--- src/rtl/dft_pkg.sv ---
// Package with shared types and constants of the deduplication fingerprint table.
package dft_pkg;
    localparam int BUCKETS = 1024;
    localparam int WAYS = 4;
    localparam int REFCOUNT_BITS = 32;
    localparam int BKT_BITS = (BUCKETS > 1) ? $clog2(BUCKETS) : 1;
    localparam int WAY_BITS = (WAYS > 1) ? $clog2(WAYS) : 1;
    localparam int FP_BITS = 256;
    localparam int KEY_BITS = 33;

    typedef enum logic [1:0] {
        OUT_UNIQUE = 2'd0,
        OUT_DUP    = 2'd1,
        OUT_FULL   = 2'd2
    } t_outcome;

    typedef enum logic [1:0] {
        ST_IDLE,
        ST_READ,
        ST_DONE
    } t_state;

    // One queued word from the front part to the back part.
    typedef struct packed {
        logic [BKT_BITS-1:0] bucket;
        logic [FP_BITS-1:0]  fp;
    } t_req;
endpackage

--- src/rtl/dft_front.sv ---
// Front part: takes input words, reduces the key to a bucket and queues requests.
module dft_front (
    input  logic                 i_clk,
    input  logic                 i_rst_n,
    input  logic                 i_valid,
    output logic                 o_stall,
    input  logic [32:0]          i_bucket_key,
    input  logic [63:0]          i_fingerprint_w0,
    input  logic [63:0]          i_fingerprint_w1,
    input  logic [63:0]          i_fingerprint_w2,
    input  logic [63:0]          i_fingerprint_w3,
    output logic                 o_req_valid,
    output dft_pkg::t_req        o_req,
    input  logic                 i_req_take
);
    // Two-entry queue.
    dft_pkg::t_req r_q [2];
    logic          r_wp, r_rp;
    logic [1:0]    r_cnt;
    logic          n_wp, n_rp;
    logic [1:0]    n_cnt;
    logic          push, pop;
    dft_pkg::t_req in_req;

    // BUCKETS is a power of two, so the modulo is the low key bits.
    assign in_req.bucket = i_bucket_key[dft_pkg::BKT_BITS-1:0];
    assign in_req.fp = {i_fingerprint_w3, i_fingerprint_w2, i_fingerprint_w1,
                        i_fingerprint_w0};

    assign o_stall = (r_cnt == 2'd2);
    assign push = i_valid && !o_stall;
    assign pop = o_req_valid && i_req_take;
    assign o_req_valid = (r_cnt != 2'd0);
    assign o_req = r_q[r_rp];

    always_comb begin
        n_wp = push ? ~r_wp : r_wp;
        n_rp = pop ? ~r_rp : r_rp;
        n_cnt = r_cnt + {1'b0, push} - {1'b0, pop};
    end

    always_ff @(posedge i_clk) begin
        if (!i_rst_n) begin
            r_wp <= 1'b0;
            r_rp <= 1'b0;
            r_cnt <= 2'd0;
        end else begin
            r_wp <= n_wp;
            r_rp <= n_rp;
            r_cnt <= n_cnt;
        end
    end

    always_ff @(posedge i_clk) begin
        if (push) begin
            r_q[r_wp] <= in_req;
        end
    end
endmodule

--- config.mk ---
export PLATFORM = sky130hd
export DESIGN_NAME = dft_front
export DESIGN_NICKNAME = d
export VERILOG_FILES = /design/src/rtl/dft_pkg.sv /design/src/rtl/dft_front.sv
export SDC_FILE = /design/constraint.sdc
export NUM_CORES = 1
export LEC_CHECK = 0
export ABC_AREA = 1
export BUFFER_PORTS_ARGS = -buffer_cell sky130_fd_sc_hd__buf_4
export CAP_MARGIN = 15
export CORE_AREA = 2 2 216 218
export DETAILED_ROUTE_END_ITERATION = 10
export DIE_AREA = 0 0 218 220
export PLACE_DENSITY_LB_ADDON = 0.25
export SYNTH_ARGS = -nofsm -noshare
export SYNTH_HDL_FRONTEND = slang
export SYNTH_SLANG_ARGS = --single-unit
--- constraint.sdc ---
create_clock -name i_clk -period 18 [get_ports i_clk]
set_input_delay 2.7 -clock i_clk [delete_from_list [all_inputs] [get_ports i_clk]]
set_output_delay 2.7 -clock i_clk [all_outputs]
set_load 0.1 [all_outputs]
==> summary.md, run 1 <==
| Metric | Value |
|---|---|
| Met3 usage | approximately 7.8% |
| Yosys reg bits | roughly 540 |
| CP max-delay cell | dfxtp_4 |
| Top cells by area, synth | edfxtp_1 (78%), mux2_4 (18%), mux2_2 (1.4%) |
| Status | finished, final reports clean |
| Bufs on Longest Clock Path | 3 |
| Routed vias/inst | roughly 4.7 |
| Share of flip-flops with an asynchronous set or reset | 0% |
| Met2 global-route usage | between 20 and 30% |
| CTS Buf Count | 54 |
| Critical Path Sink Type | primary output |
| GRT Resource Usage Total | between 10% and 20% |
| Share of cells above drive strength 1 | around three fifths |
| Final setup fails | 0 |
| Syn_nets | about 1200 |
| CTS H-tree depth | 2 |
| Synth Warn # | 0 |
| Slew Limit Fails | 0 |
| # Post-CTS Setup Buffers | 0 |
| Largest net degree at the start of global routing | between 100 and 150 |
| CP Cell Sequence | buf_4 > buf_4 > mux2_2 > buf_4 |
| DP HPWL | around 29000 um |
| First-pass GRT wire length | approximately 60000 um |
| Final hold vios | 0 |
| Worst Path Arrival | approximately 4.1 ns |
| CTS Sinks | about 540 |
| Cell Pwr Density | 184.9 nW/um2 |
| Leak pwr | around 0.010 uW |
| Layer carrying the most global-route usage | met2 |
| CTS tree | yes |
| Placed instance area | 25010 um2 |
| Nets | 1734 |
| Routability cong. | approximately 0.75 |
| Initial Util | ~45% |
| Least-Margin Pin Slew | ~1.1 ns |
| Sequential area share after synthesis | between 70 and 80% |
| Crit-path max cell delay | a little over 1 ns |
| Top post-synthesis cells by count | edfxtp_1 (532), mux2_4 (240), mux2_2 (26) |
| Yosys cell types | 14 |
| Crit start category | flip-flop |
| Synth area leader | edfxtp_1 |
| Hold-fix buffers at CTS | 0 |
| Synth Flop Type | edfxtp_1 |
| Crit Path Class | flip-flop to primary output |
| Max Fanout on Critical Path | 60 |
| Design Area, Final | 26730 um2 |
| DR vias | 9922 |
| Final period util | between 30% and 40% |
| Data required, critical path | 15.30 ns |
| Worst-path clk slew | roughly 0.050 ns |
| CORE AREA | 45860 um2 |
| Fin util | between 50% and 60% |
| DRC viols | 0 |
| Final worst path period need | ~7 ns |
| Max Clk Rate | roughly 150 MHz |
| Vias in the first global route | ~10000 |
| Mapped Cells | between 800 and 900 |
| Fill cell count | about 3500 |
| Die Y | 220 um |
| I/O pin cnt | ~560 |
| Post-Syn Area per Cell | between 20 and 25 um2 |
| Clock latency on the worst-skew pair | 0.58 ns |
| Antenna violations before repair | 3 |
| Worst Skew | 0.01774 ns |
| Top-area cell type share of the netlist area | just under 80% |
| Hold_ws | 0.5059 ns |
| RSZ-0062 raised after global routing | false |
| Ant. Diodes | 0 |
| Post_cts resized | 0 |
| Max-cap violations | 0 |
| Hold WC Path Type | flip-flop to flip-flop |
| EDFF count, synth | around 530 |
| WL final | 42420 um |
| FP Rows | ~80 |
| Setup TNS | 0 ns |
| Worst IR drop on VDD | between 0.1 and 0.15 mV |
| Met1 usage | 18.98% |
| Rel. slew slack | 24.52% |
| DR WL/cell | ~20 um |
| Total grt overflow | 0 |
| DR pass1 iterations | 6 |
| Mapped cell area | between 20000 and 25000 um2 |
| Most used cell, CP | buf_4 |
| Root buffer cell | clkbuf_16 |
| P&R area growth vs syn | 30.43% |
| Die ar. | around 48000 um2 |
| 1st-iter DRT viols | approximately 470 |
| Count leader, synth | edfxtp_1 |
| Die W | 218 um |
| Port-buffer cells | between 500 and 600 |
| ANT nets after route | 0 |
[final cells by class]
type | count | area [um2] | share of cell area (%)
clock buffers | 71 | 1479 | 5.534
flip-flops and latches | 537 | 16080 | 60.16
multi-input cells | 290 | 4018 | 15.03
repair buffers | 548 | 4114 | 15.39
clock inverters | 30 | 239.0 | 0.8942
well taps | 607 | 759.5 | 2.842
inverters | 8 | 37.54 | 0.1404
[worst max-delay path, delay by kind of cell (launching register included)]
kind,cells,cell delay [ns]
buffers and inverters,3,1.86
flip-flops,1,1.03
multiplexers,1,0.41
[state kept, by name, summed over array words and instances (netlist names), named ones only]
| register | flops |
|---|---|
| r_q | 532 |
| r_cnt | 2 |
| r_rp | 1 |
| r_wp | 1 |
[power breakdown]
part / total, uW / internal, uW / switching [uW]
Combinational: 2220 / 548 / 1670
Sequential: 1640 / 1580 / 58.6
Clock: 1080 / 633 / 445
[cell families after synthesis]
logic type                 count (synthesis)  share of synthesized area [%]
DFF                                      537                          78.45
and+or+nand+nor                           20                         0.3847
adders and majority gates                  2                         0.1221
muxes                                    266                          19.01
buffers and inverters                     38                          1.978
AOI/OAI and AO/OA                          2                        0.04885
[final timing paths]
check / to / cells after the start / start / slack (ns)
setup / recovery: o_req[18] / 4 / flip-flop / 11.19
hold / removal: flip-flop / 2 / r_rp / 0.51
setup reg to reg: r_q[1][49] / 6 / r_cnt[0] / 14.28
hold reg to reg: flip-flop / 2 / r_rp / 0.51
[per-stage QoR]
| stage | power, uW | setup WS [ns] | std cells |
|---|---|---|---|
| floorplan | 3572 | 3.317 | 865 |
| global placement | 3893 | 11.72 | 1990 |
| detailed placement | 3904 | 11.75 | 1990 |
| CTS | 4987 | 11.10 | 2091 |
| global route | 5091 | 10.98 | 2091 |
| finish | 4941 | 11.19 | 2091 |
[routing by layer]
layer  wire length, um  vias up  share of wire, %
met5                27        -             0.064
met4              1491        4               3.5
met3              4574       98                11
met2             21030      376                50
met1             15290     4858                36
li1                  -     4586                 -
[cells in the final DEF, fill, tap and decap left out]
cell	instances
mux2_4	240
clkbuf_16	57
buf_4	548
nor2_1	7
clkinv_4	1
edfxtp_1	532
inv_1	7
clkbuf_1	14
clkinv_2	9
ha_1	2
a21oi_1	2
bufinv_16	4
mux2_2	26
inv_8	1
nor2_4	1
nand3_1	3
dfxtp_1	4
dfxtp_4	1
inv_6	1
clkinv_1	15
nand2_1	9
(Power assumes the default switching activity.)
==> run 2, diff against run 1 <==
ABC_AREA = 0   (was 1)
clock period = 6.6 ns   (was 18 ns; I/O delays follow)
==> run 2 against run 1 <==
Net effect:
- sequential power increased to 2.7 times the previous value
- setup slack worse by 8.1 ns
- area after synthesis hardly changed
- non-clock buffer count down 3
- total power increased to 2.8 times the previous value
- sequential share of layout area down 0.15 points
- die area unchanged
- largest power group unchanged
- critical path depth is 1 lower
- final area grew 0.26%
- clock power rose to 2.8 times the previous value
- wire length rose by 2.7%
- register-to-register slack lost 10 ns
==> summary.md, run 2 <==
| Metric | Value |
|---|---|
| Status | finished, final reports clean |
| Die ar. | 47960 um2 (unchanged) |
| Least-Margin Pin Slew | 1.159 ns (+0.02669 ns) |
| Final setup fails | 0 (unchanged) |
| First-pass GRT wire length | 60970 um (+0.94%) |
| Commonest cells after routing, fill and taps aside | buf_4 (540), edfxtp_1 (532), mux2_4 (240) |
| Mapped cell area | 20480 um2 (about the same) |
| DR WL/cell | 21.00 um (+3.5%) |
| Worst-path clk slew | 0.06 ns (about the same) |
| Final hold vios | 0 (unchanged) |
| Count leader, synth | edfxtp_1 |
| Crit-path max cell delay | 0.55 ns (-0.48 ns) |
| Pre-CTS setup slack | 3.376 ns (-8.377 ns) |
| Sequential area share after synthesis | 78.49% (about the same) |
| EDFF count, synth | 532 (unchanged) |
| ANT nets after route | 0 (unchanged) |
| DR vias | 9906 (-0.16%) |
| DR pass1 iterations | 6 (unchanged) |
| WL final | 43560 um (+2.7%) |
| Share of cells above drive strength 1 | 60.61% (+0.71 points) |
| Critical Path Sink Type | primary output |
| Syn_nets | 1149 (-0.95%) |
| GRT Resource Usage Total | 17.13% (+0.28 points) |
| Inst Count DP | 1976 (-0.70%) |
| P&R area growth vs syn | 30.83% |
| Routability cong. | 0.7488 (unchanged) |
| Crit Path Class | flip-flop to primary output |
| Leading cell type in the layout, fill and taps excluded | buf_4 |
| Vias in the first global route | 9958 (-1.9%) |
| Data required, critical path | 5.61 ns (-9.69 ns) |
| RSZ-0062 raised after global routing | false |
| Slew Limit Fails | 0 (unchanged) |
| Top cells by area, synth | edfxtp_1 (78%), mux2_4 (18%), mux2_2 (1.4%) |
| CORE AREA | 45860 um2 (unchanged) |
| Largest net degree at the start of global routing | 155 (+18%) |
| Register name with the most flops | r_q |
| Root buffer cell | clkbuf_16 |
| FP Rows | 79 (unchanged) |
| Total grt overflow | 0 (unchanged) |
| Max Clk Rate | ~280 MHz |
| 1st-iter DRT viols | 509 (+7.6%) |
| Max Fanout on Critical Path | 116 (+93%) |
| Rel. slew slack | 22.74% (-1.8 points) |
| Design Area, Final | 26790 um2 (+0.26%) |
| Placed instance area | 25040 um2 (+0.11%) |
| Bufs on Longest Clock Path | 3 (unchanged) |
| Mux cell area share after synthesis | 19.07% (+0.058 points) |
| Final worst path period need | approximately 3.5 ns |
| Share of flip-flops with an asynchronous set or reset | 0% (unchanged) |
| Synth Warn # | 0 (unchanged) |
| Cell Count, Final, Fillers Out | 2074 (-0.81%) |
| CTS Sinks | 537 (unchanged) |
| Port-buffer cells | 537 (unchanged) |
| Routed vias/inst | 4.776 (+0.66%) |
| Top-area cell type share of the netlist area | 78.00% (about the same) |
| Synth area leader | edfxtp_1 |
| Yosys reg bits | 537 (unchanged) |
| Setup TNS | 0 ns (unchanged) |
| DRC viols | 0 (unchanged) |
| Synth Flop Type | edfxtp_1 |
| CTS H-tree depth | 2 (unchanged) |
| Hold_ws | 0.5225 ns (+0.01658 ns) |
| Worst Path Arrival | 2.53 ns (-1.58 ns) |
| Worst IR drop on VDD | 0.3564 mV (+190%) |
| Mapped Cells | 854 (-1.3%) |
| Final WS setup | 3.082 ns (-8.110 ns) |
| Yosys cell types | 20 (+6) |
| Die W | 218 um (unchanged) |
| Clock latency on the worst-skew pair | 0.59 ns (about the same) |
| CTS Buf Count | 54 (unchanged) |
| Nets | 1720 (-0.81%) |
| CP Cell Sequence | buf_12 > mux2_4 > buf_4 |
| Top Registers | r_q: 532 flops, r_cnt: 2 flops |
| Fill cell count | 3499 (+0.95%) |
| Worst Skew | 0.01878 ns (+0.001041 ns) |
| Max-cap violations | 0 (unchanged) |
| Hold-fix buffers at CTS | 0 (unchanged) |
| Largest register FFs | 532 (unchanged) |
| Largest family of logic cells by synthesized area | multiplexers |
| DP HPWL | 29100 um (+1.5%) |
| Adder-Cell Fraction of Synth Area | 0.1222% (about the same) |
| CTS tree | yes |
| Final period util | 53.31% |
| Top post-synthesis cells by count | edfxtp_1 (532), mux2_4 (240), mux2_2 (26) |
| Synth Area in XOR/XNOR | 0.1283% (+0.13 points) |
| Compound-Gate Fraction of Synth Area | 0.03665% (-0.012 points) |
| Initial Util | 44.66% (about the same) |
| CP max-delay cell | buf_12 |
| Die Y | 220 um (unchanged) |
| Crit start category | flip-flop |
| Antenna violations before repair | 4 (+1) |
| I/O pin cnt | 561 (unchanged) |
| # Post-CTS Setup Buffers | 0 (unchanged) |
| Simple-gate portion of the synthesized area | 0.2627% (-0.12 points) |
| Post-Syn Area per Cell | 23.98 um2 (+1.2%) |
| Cell Pwr Density | 510.4 nW/um2 (+180%) |
| Post_cts resized | 0 (unchanged) |
| Leak pwr | 0.01039 uW (-0.24%) |
| Hold WC Path Type | flip-flop to flip-flop |
==> run 2: changes by cell type after synthesis, moves of 2 or more <==
cell	before	now
a21oi_1	2	0
nand2_1	9	2
nand3_1	3	0
nor2_1	8	4
inv_1	8	3
nand2b_1	0	2
xnor2_1	0	2
==> run 2: path summary, 6_finish.rpt <==
kind,start,to,slack [ns],cells past startpoint
max,flip-flop,o_req[170],3.08,3
max reg2reg,r_cnt[0],r_q[1][105],3.92,4
min reg2reg,r_wp,r_wp,0.52,2
min,r_wp,r_wp,0.52,2
==> run 2: worst max-delay path: cells and delay by family (launching register included) <==
kind | cells | cell delay [ns]
muxes | 1 | 0.36
DFF | 1 | 0.49
buffers and inverters | 2 | 0.79
==> run 2: cell type report <==
class / instances / area, um2 / share of cell area (%)
diodes: 2 / 5.005 / 0.01868
flip-flops and latches: 537 / 16080 / 60.01
well taps: 607 / 759.5 / 2.834
clock buffers: 68 / 1468 / 5.477
inverters: 3 / 11.26 / 0.04203
clock inverters: 28 / 286.5 / 1.069
multi-input cells: 284 / 4031 / 15.05
repair buffers: 545 / 4154 / 15.50
==> run 2: where the power goes <==
part	internal [uW]	total [uW]	switching (uW)
clock network	1800	3010	1220
logic	1560	6260	4700
registers	4290	4400	113
==> run 2: cell families after synthesis <==
kind of cell             after synthesis
XOR/XNOR                               3
adder cells (fa/ha/maj)                2
AND/OR/NAND/NOR                       11
flip-flops                           537
buffers and inverters                 33
multiplexers                         267
AO/OA/AOI/OAI                          1
==> run 2: metrics by stage <==
| step | total power, uW | util [%] |
|---|---|---|
| 6_report | 13680 | 58.42 |
| 5_1_grt | 14080 | 58.42 |
| 4_1_cts | 13800 | 58.41 |
| 3_5_place_dp | 10760 | 54.59 |
| 3_3_place_gp | 10730 | 54.59 |
| 2_1_floorplan | 9697 | - |
==> run 2: layer usage <==
metal	global-route usage (%)	vias up	routed length, um
li1	-	4537	-
met5	0	-	22
met1	19.60	4922	16120
met2	28.61	381	21790
met3	7.729	62	4605
met4	5.669	4	1020
==> run 3, diff against run 2 <==
CORE_AREA = 2 2 219 221   (was 2 2 216 218)
DIE_AREA = 0 0 221 223   (was 0 0 218 220)
clock period = 3 ns   (was 6.6 ns; I/O delays follow)
==> run 3 against run 2 <==
Net effect:
- register-to-register slack worse by 2.8 ns
- critical path depth did not move
- final area up 0.99%
- die area grew 2.8%
- count of clock-buffer cells in the layout shrank 3
- via count increased by 0.15%
- worst hold slack lost 0.48 ns
- critical path type unchanged
- largest power group unchanged
- highest routed layer unchanged
==> summary.md, run 3 (synthesized netlist as in run 2, its figures left out) <==
| Metric | Value |
|---|---|
| Vias in the first global route | 10580 (+6.2%) |
| Final worst path period need | roughly 2.7 ns |
| WL final | 43820 um (+0.60%) |
| Hold_ws | 0.04724 ns (-0.4752 ns) |
| CTS Sinks | 537 (unchanged) |
| Fill cell count | 3573 (+2.1%) |
| Least-Margin Pin Slew | 0.5509 ns (-0.6080 ns) |
| CTS H-tree depth | 2 (unchanged) |
| CP Cell Sequence | buf_12 > mux2_2 > buf_4 |
| CORE AREA | 47150 um2 (+2.8%) |
| DRC viols | 0 (unchanged) |
| Commonest cells after routing, fill and taps aside | buf_4 (550), edfxtp_1 (532), mux2_4 (240) |
| Die W | 221 um (+1.4%) |
| Root buffer cell | clkbuf_16 |
| ANT nets after route | 0 (unchanged) |
| Final setup fails | 0 (unchanged) |
| CTS Buf Count | 54 (unchanged) |
| CP max-delay cell | dfxtp_4 |
| Leak pwr | 0.01053 uW (+1.3%) |
| Worst hold start | i_fingerprint_w0[22] |
| # Post-CTS Setup Buffers | 0 (unchanged) |
| Top Registers | r_q: 532 flops, r_cnt: 2 flops |
| Bufs on Longest Clock Path | 3 (unchanged) |
| DP HPWL | 30920 um (+6.2%) |
| Cell Count, Final, Fillers Out | 2105 (+1.5%) |
| Register name with the most flops | r_q |
| CTS tree | yes |
| Crit Path Class | flip-flop to primary output |
| Port-buffer cells | 537 (unchanged) |
| Crit-path max cell delay | 0.55 ns (about the same) |
| Worst Skew | 0.01194 ns (-0.006846 ns) |
| Critical Path Sink Type | primary output |
| Largest register FFs | 532 (unchanged) |
| Nets | 1743 (+1.3%) |
| Placed instance area | 25380 um2 (+1.4%) |
| Largest net degree at the start of global routing | 79 (-49%) |
| Worst r2r path cells | 3 (-1) |
| Top delay family on crit path | buffers and inverters |
| DR vias | 9921 (+0.15%) |
| Antenna violations before repair | 3 (-1) |
| Die Y | 223 um (+1.4%) |
| Status | finished, final reports clean |
| Max Fanout on Critical Path | 65 (-44%) |
| Total grt overflow | 0 (unchanged) |
| R2r endpoint | r_q[1][50] |
| Worst Path Arrival | 2.27 ns (-0.26 ns) |
| Die ar. | 49280 um2 (+2.8%) |
| Max-cap violations | 0 (unchanged) |
| DR WL/cell | 20.82 um (-0.88%) |
| Data required, critical path | 2.55 ns (-3.06 ns) |
| First-pass GRT wire length | 63760 um (+4.6%) |
| Design Area, Final | 27060 um2 (+0.99%) |
| DR pass1 iterations | 6 (unchanged) |
| Setup TNS | 0 ns (unchanged) |
| Final hold vios | 0 (unchanged) |
| Max Clk Rate | 367.6 MHz |
| Worst IR drop on VDD | 0.7156 mV (+100%) |
| Slew Limit Fails | 0 (unchanged) |
| Worst-path clk slew | 0.06 ns (about the same) |
| RSZ-0062 raised after global routing | false |
| Hold Path Sink | r_q[0][22] |
| Hold WC Path Type | input port to flip-flop |
| Routed vias/inst | 4.713 (-1.3%) |
| Fin util | 57.39% (-1.0 points) |
| Final period util | around nine tenths |
| Inst Count DP | 2006 (+1.5%) |
| Routability cong. | 0.7662 (+2.3%) |
| Leading cell type in the layout, fill and taps excluded | buf_4 |
| CP Buf/Inv Count | 2 (unchanged) |
| I/O pin cnt | 561 (unchanged) |
| Rel. slew slack | 63.27% (+41 points) |
| Cell Pwr Density | 1108 nW/um2 (+120%) |
| Share of cells above drive strength 1 | 61.42% (+0.81 points) |
| GRT Resource Usage Total | 17.19% (+0.061 points) |
| Clock latency on the worst-skew pair | 0.58 ns (about the same) |
| P&R area growth vs syn | 32.12% |
| Initial Util | 43.44% (-1.2 points) |
| Crit start category | flip-flop |
| Hold Path Stages | 1 (-1) |
| FP Rows | 80 (+1.3%) |
| 1st-iter DRT viols | 465 (-8.6%) |
| Setup slack, reg-to-reg | 1.14 ns (-2.78 ns) |
| RR Startpoint | r_cnt[0] |
-- run 3: cell count changes in the layout (fill, tap and decap cells not counted), moves of 2 or more --
cell | previous run | this run
clkinv_2 | 6 | 11
bufinv_16 | 6 | 4
clkbuf_16 | 57 | 55
buf_4 | 540 | 550
buf_12 | 5 | 17
-- run 3: routing by layer --
| layer | global-route usage, % | share of wire (%) | up-vias |
|---|---|---|---|
| li1 | - | - | 4588 |
| met1 | 19.46 | 37 | 4894 |
| met2 | 29.41 | 51 | 353 |
| met3 | 7.099 | 8.9 | 84 |
| met4 | 5.845 | 2.9 | 2 |
| met5 | 0 | 0.030 | - |
-- run 3: how the worst max path moves through the flow --
stage / start / end / slack, ns / cells past startpoint
2_1_floorplan: r_cnt[0] / r_q[0][0] / -1.87 / 3
3_3_place_gp: flip-flop / o_req[9] / 0.85 / 3
3_5_place_dp: flip-flop / o_req[9] / 0.86 / 3
4_1_cts: flip-flop / o_req[9] / 0.21 / 3
5_1_grt: flip-flop / o_req[17] / 0.18 / 3
6_report: flip-flop / o_req[17] / 0.28 / 3
-- run 3: stage by stage --
stage / setup slack, ns / power (uW)
finish: 0.2800 / 29990
global route: 0.1756 / 30910
CTS: 0.2073 / 30290
detailed placement: 0.8647 / 23900
global placement: 0.8524 / 23820
floorplan: -1.867 / 21350
-- run 3: power breakdown --
part	internal, uW	switching (uW)
clock	3680	2670
sequential	9420	269
combinational	3600	10400
-- run 3: timing repair --
action                                  CTS  global route
endpoints found under the setup margin    0             0
gates resized for setup                   0             0
hold endpoints to repair                  2             0
hold buffers                              1             0
-- run 3: area by class of cell --
cell class / count / area, um2 / share of cell area, %
diodes: 2 / 5.005 / 0.01850
clock buffers: 65 / 1414 / 5.225
clock inverters: 31 / 252.7 / 0.9341
inverters: 3 / 11.26 / 0.04162
multi-input cells: 284 / 4046 / 14.95
flip-flops and latches: 537 / 16080 / 59.43
well taps: 615 / 769.5 / 2.844
repair buffers: 568 / 4479 / 16.55
